<file path="config.mk">
export PLATFORM = sky130hd
export DESIGN_NAME = tifc_isqrt
export DESIGN_NICKNAME = d
export VERILOG_FILES = /design/src/hdl/tifc_pkg.sv /design/src/hdl/tifc_isqrt.sv
export SDC_FILE = /design/constraint.sdc
export NUM_CORES = 2
export LEC_CHECK = 0
export BUFFER_PORTS_ARGS = -buffer_cell sky130_fd_sc_hd__buf_2
export CORE_MARGIN = 5
export CORE_UTILIZATION = 58
export CTS_CLUSTER_DIAMETER = 120
export DETAILED_ROUTE_END_ITERATION = 6
export PLACE_DENSITY_LB_ADDON = 0.05
export SLEW_MARGIN = 20
export SYNTH_ARGS = -nofsm -noshare
export SYNTH_HDL_FRONTEND = slang
export SYNTH_SLANG_ARGS = --single-unit
</file>
<file path="constraint.sdc">
create_clock -name i_clk -period 3.6 [get_ports i_clk]
set_input_delay 0.54 -clock i_clk [delete_from_list [all_inputs] [get_ports i_clk]]
set_output_delay 0.54 -clock i_clk [all_outputs]
set_load 0.02 [all_outputs]
</file>
<file path="src/hdl/tifc_pkg.sv">
// ----------------------------------------------------------------------------
// tifc_pkg
// Shared widths, codes, constants and types of the transverse isotropic
// failure check.
// ----------------------------------------------------------------------------
package tifc_pkg;

    localparam int STRESS_W         = 32;
    localparam int SCALE_W          = 32;
    localparam int STR_W            = 31;
    localparam int THR_W            = 47;
    localparam int SQ_W             = 64;
    localparam int ROOT_W           = 32;
    localparam int NORM_W           = 20;
    localparam int MODE_W           = 3;
    localparam int CFG_IDX_W        = 3;
    localparam int ISQRT_STAGES     = ROOT_W;
    localparam int ANGLE_ITERATIONS = 16;
    localparam int VEC_W            = 35;
    localparam int CORD_W           = 44;
    localparam int ANG_W            = 32;
    localparam int TH_W             = 34;
    localparam int SHIFT_W          = 6;
    localparam int NORM_EXP         = 40;

    localparam logic [MODE_W-1:0] MODE_NONE     = 3'd0;
    localparam logic [MODE_W-1:0] MODE_AXIAL_T  = 3'd1;
    localparam logic [MODE_W-1:0] MODE_AXIAL_S  = 3'd2;
    localparam logic [MODE_W-1:0] MODE_TRANS_T  = 3'd3;
    localparam logic [MODE_W-1:0] MODE_TRANS_S  = 3'd4;

    localparam logic [CFG_IDX_W-1:0] REG_GEOMETRY   = 3'd0;
    localparam logic [CFG_IDX_W-1:0] REG_AXIAL_TENS = 3'd1;
    localparam logic [CFG_IDX_W-1:0] REG_AXIAL_SHR  = 3'd2;
    localparam logic [CFG_IDX_W-1:0] REG_TRANS_SHR  = 3'd3;
    localparam logic [CFG_IDX_W-1:0] REG_PLANE_TENS = 3'd4;
    localparam logic [CFG_IDX_W-1:0] REG_PLANE_SHR  = 3'd5;

    localparam logic signed [TH_W-1:0] PI_Q30         = 34'sd3373259426;
    localparam logic signed [TH_W-1:0] HALF_PI_Q30    = 34'sd1686629713;
    localparam logic signed [TH_W-1:0] QUARTER_PI_Q30 = 34'sd843314857;
    localparam logic signed [TH_W-1:0] ROUND_Q30      = 34'sd8192;

    localparam logic signed [NORM_W-1:0] HALF_PI_Q16 = 20'sd102944;
    localparam logic signed [NORM_W-1:0] ONE_Q16     = 20'sd65536;

    typedef struct packed {
        logic                        geom2d;
        logic [MODE_W-1:0]           mode2d;
        logic signed [NORM_W-1:0]    first2d;
        logic signed [NORM_W-1:0]    second2d;
        logic                        axial;
        logic                        tw;
        logic [THR_W-1:0]            thr_shear;
        logic [THR_W-1:0]            tp;
        logic [THR_W-1:0]            tps;
        logic signed [STRESS_W-1:0]  ssum;
        logic signed [STRESS_W:0]    d;
        logic signed [STRESS_W-1:0]  xy;
        logic signed [STRESS_W-1:0]  xz;
        logic [STRESS_W-1:0]         ayz;
    } t_sb;

    typedef struct packed {
        logic                        geom2d;
        logic [MODE_W-1:0]           mode;
        logic signed [NORM_W-1:0]    first_fix;
        logic signed [NORM_W-1:0]    second_fix;
        logic                        ang_direct;
        logic                        ang_principal;
        logic                        half_fix;
        logic                        take_first;
    } t_ctl;

    function automatic logic [STRESS_W-1:0] mag32(input logic signed [STRESS_W-1:0] v);
        logic signed [STRESS_W:0] e;
        e = v;
        if (v < 0) begin
            e = -e;
        end
        return e[STRESS_W-1:0];
    endfunction

    function automatic logic [THR_W-1:0] thr(input logic [STR_W-1:0] s,
                                             input logic [SCALE_W-1:0] k);
        logic [STR_W+SCALE_W-1:0] p;
        p = (STR_W+SCALE_W)'(s) * (STR_W+SCALE_W)'(k);
        return p[STR_W+SCALE_W-1:16];
    endfunction

    function automatic logic signed [ANG_W-1:0] atan_q30(input int i);
        logic signed [ANG_W-1:0] a;
        case (i)
            0:  a = 32'sd843314857;
            1:  a = 32'sd497837830;
            2:  a = 32'sd263043837;
            3:  a = 32'sd133525159;
            4:  a = 32'sd67021687;
            5:  a = 32'sd33543516;
            6:  a = 32'sd16775851;
            7:  a = 32'sd8388437;
            8:  a = 32'sd4194283;
            9:  a = 32'sd2097149;
            10: a = 32'sd1048576;
            11: a = 32'sd524288;
            12: a = 32'sd262144;
            13: a = 32'sd131072;
            14: a = 32'sd65536;
            15: a = 32'sd32768;
            16: a = 32'sd16384;
            17: a = 32'sd8192;
            18: a = 32'sd4096;
            19: a = 32'sd2048;
            20: a = 32'sd1024;
            21: a = 32'sd512;
            22: a = 32'sd256;
            23: a = 32'sd128;
            default: a = '0;
        endcase
        return a;
    endfunction

endpackage

</file>
<file path="src/hdl/tifc_isqrt.sv">
// ----------------------------------------------------------------------------
// tifc_isqrt
// Pipelined floor square root, one result bit per stage.
// ----------------------------------------------------------------------------
module tifc_isqrt import tifc_pkg::*; (
    input  logic              i_clk,
    input  logic              i_en,
    input  logic [SQ_W-1:0]   i_val,
    output logic [ROOT_W-1:0] o_root
);

    logic [SQ_W-1:0] r_v [ISQRT_STAGES];
    logic [SQ_W-1:0] r_r [ISQRT_STAGES];
    logic [SQ_W-1:0] n_v [ISQRT_STAGES];
    logic [SQ_W-1:0] n_r [ISQRT_STAGES];

    always_comb begin
        logic [SQ_W-1:0] v;
        logic [SQ_W-1:0] r;
        logic [SQ_W-1:0] b;
        logic [SQ_W-1:0] t;
        for (int i = 0; i < ISQRT_STAGES; i++) begin
            if (i == 0) begin
                v = i_val;
                r = '0;
            end else begin
                v = r_v[i-1];
                r = r_r[i-1];
            end
            b = SQ_W'(1) << (SQ_W - 2 - 2 * i);
            t = r + b;
            if (v >= t) begin
                n_v[i] = v - t;
                n_r[i] = (r >> 1) + b;
            end else begin
                n_v[i] = v;
                n_r[i] = r >> 1;
            end
        end
    end

    always_ff @(posedge i_clk) begin
        if (i_en) begin
            for (int i = 0; i < ISQRT_STAGES; i++) begin
                r_v[i] <= n_v[i];
                r_r[i] <= n_r[i];
            end
        end
    end

    assign o_root = r_r[ISQRT_STAGES-1][ROOT_W-1:0];

endmodule

</file>
==> impl_metrics.csv <==
group,metric,value,unit
global_routing,grt_pass1_wl,478,mm
clock_network,cts_buffers,284,
synth,synth_common_cells,"edfxtp_1 (2512), inv_1 (698), nand2_1 (685), a21oi_1 (622), nor2_1 (561)",
clock_network,clk_pin_slew,0.06,ns
run_status,outcome,"completed",
worst_setup_path,endpoint_kind,"flip-flop",
timing,setup_viol,0,
synth,yosysWarnings,0,
timing,hold_violations,0,
clock_network,clock_path_buffers,4,
place,portBuffers,97,
worst_setup_path,crit_fanout,6,
routing,routed_wl,317,mm
worst_setup_path,cp.arrival,4.17,ns
timing,relSlewSlack,33.8,%
synth,synth-edff-count,2512,
synth,syn_area,121000,um^2
timing,tightestPinTransition,0.987,ns
synth,ys_seq_elements,2512,
routing,wl_per_cell,23.3,um
floorplan,dieArea,218000,um^2
power,p_leak,53.5,nW
global_routing,grt_max_degree,129,
place,gp_congestion,0.963,
timing,drv_slew,0,
synth,synth_cells,9737,
power,power,89.3,mW
power,ir_drop,0.000538,V
layout,fillers,15000,
synth,yosysMostFrequentCell,"edfxtp_1",
worst_setup_path,worstSetupStartpointType,"flip-flop",
timing,fmax,282,MHz
place,dp_slack,-0.105,ns
routing,vias,82000,
synth,syn-num-nets,10400,
timing,final.setup_skew,0.0930,ns
clock_network,clk_latency,0.92,ns
worst_setup_path,critPathKind,"flip-flop to flip-flop",
power,pwr_density_cell,639,nW/um^2
hold_path,hold_path_class,"input port to flip-flop",
clock_network,cts_tree,"built",
floorplan,dieWidth,467,um
layout,layout-drive-gt1-share,12.4,%
global_routing,grt_pass1_vias,79100,
layout,syn_to_final_growth,15.4,%
timing,holdWs,0.125,ns
routing,first_pass_iters,6,
timing,rsz0062_at_grt,"true",
global_routing,antenna_found_initial,16,
floorplan,dieHeight,467,um
timing,period_share,98.4,%
synth,synth_flop_cell,"edfxtp_1",
global_routing,grt_use_total,28.6,%
worst_setup_path,critical_path_required,4.22,ns
place,dp_hpwl,240,mm
floorplan,ios,98,
clock_network,cts-root-buf,"clkbuf_16",
timing,worst_slack,0.0576,ns
clock_network,htreeDepth,5,
floorplan,initial_core_util,58.4,%
synth,synth_area_leader_cell,"edfxtp_1",
layout,fin_nets,11200,
run,max_cap_viol_count,0,
routing,drc,0,
synth,synth_top_cells_by_area,"edfxtp_1 (62%), ha_1 (5.8%), xnor2_1 (3.3%), xor2_1 (3.1%), a21oi_1 (2.6%)",
synth,postSynth.asyncResetShare,0,%
synth,synth_top_area_share,62.3,%
synth,yosysSeqAreaShare,62.3,%
routing,viasPerCell,6.03,
floorplan,design.core.area,207000,um^2
timing,period_needed,3.54,ns
floorplan,rows,167,
clock_network,cts.sinks,2512,
routing,drt_iter0_markers,8041,
synth,synthDistinctLibCells,90,
routing,antenna_left,0,
synth,syn_area_per_cell,12.4,um^2
global_routing,gr-total-overflow,0,
cell usage in the layout, fill, tap and decap left out, types with 64 or more instances in the layout:
cell and n:
a21o_1 253, a21oi_1 617, buf_2 96, buf_4 562, clkbuf_16 291, dlygate4sd3_1 64
edfxtp_1 2512, ha_1 547, inv_1 698, nand2_1 682, nand2b_1 105, nand3_1 186
nand4_1 169, nor2_1 559, nor2b_1 71, nor3_1 260, nor4_1 310, o21a_1 98
o21ai_0 488, or3_1 100, xnor2_1 453, xor2_1 431
repair_timing:
item | in CTS | in global routing
endpoints found under the setup margin | 72 | 331
gates resized for setup | 10 | 115
hold buffers | 64 | 0
hold endpoints to repair | 64 | 0
buffers inserted | 2 | 12
gates cloned | 0 | 0
pin swaps | 2 | 22
stage by stage:
| step | utilization, % | TNS (ns) | instances | instance area [um^2] |
|---|---|---|---|---|
| floorplan | - | 0 | 9737 | 121000 |
| global placement | 62.4 | -0.846 | 13000 | 129000 |
| detailed placement | 62.4 | -0.953 | 13000 | 129000 |
| CTS | 67.0 | 0 | 13600 | 139000 |
| global route | 67.4 | -0.368 | 13600 | 140000 |
| finish | 67.4 | 0 | 13600 | 140000 |
sequential cells by signal, summed over array words and instances, names as in the netlist:
name  count
r_r     528
r_v    1984
report_power, final:
group	internal (mW)	switching (mW)	total (mW)
clock	16.8	11.3	28.1
sequential	37.2	3.21	40.4
combinational	8.84	12.0	20.8
final timing paths:
kind | from | to | slack (ns) | cells after the start
setup / recovery | r_v[1][564] | r_v[1][626] | 0.06 | 11
hold / removal | i_en | r_r[1][33] | 0.12 | 1
setup reg to reg | r_v[1][564] | r_v[1][626] | 0.06 | 11
hold reg to reg | r_r[1][796] | r_r[1][859] | 0.41 | 0
critical path: stages, from the launching register on:
cell,delay (ns)
edfxtp_1,0.38
or4_4,0.55
or3_4,0.36
nor4_4,0.16
or4b_4,0.50
or4b_4,0.52
a211oi_4,0.24
inv_4,0.11
o2111ai_2,0.13
buf_4,0.16
nor2_1,0.04
xor2_1,0.13
area by class of cell:
class | instances | area (um^2) | area share, %
antenna | 12 | 30.0 | 0.0215
clock buffer | 332 | 7440 | 5.32
clock inverter | 153 | 1560 | 1.11
inverter | 704 | 2650 | 1.89
multi-input combinational | 6326 | 43000 | 30.8
sequential | 2512 | 75400 | 54.0
tap | 2788 | 3490 | 2.49
timing repair buffer | 767 | 6200 | 4.43
metal layers:
layer | global-route usage [%] | share of wire [%] | vias to the layer above
met3 | 3.58 | 6.9 | 536
met2 | 45.7 | 46 | 3061
li1 | - | - | 38300
met4 | 7.59 | 2.8 | 2
met1 | 41.9 | 44 | 40100
met5 | 0 | 0.0025 | -
logic make-up (layout without fill, tap and decap cells):
kind of cell	Yosys count	after routing	share of synthesized area (%)
compound gates	1929	1929	9.85
xor+xnor	884	884	6.39
fa+ha+maj	558	558	5.76
buf+inv	899	1956	2.79
flops	2512	2512	62.3
mux	73	73	0.665
other cells	0	12	0
simple gates	2882	2882	12.3
Note: power is estimated with default switching activity, not from simulation.
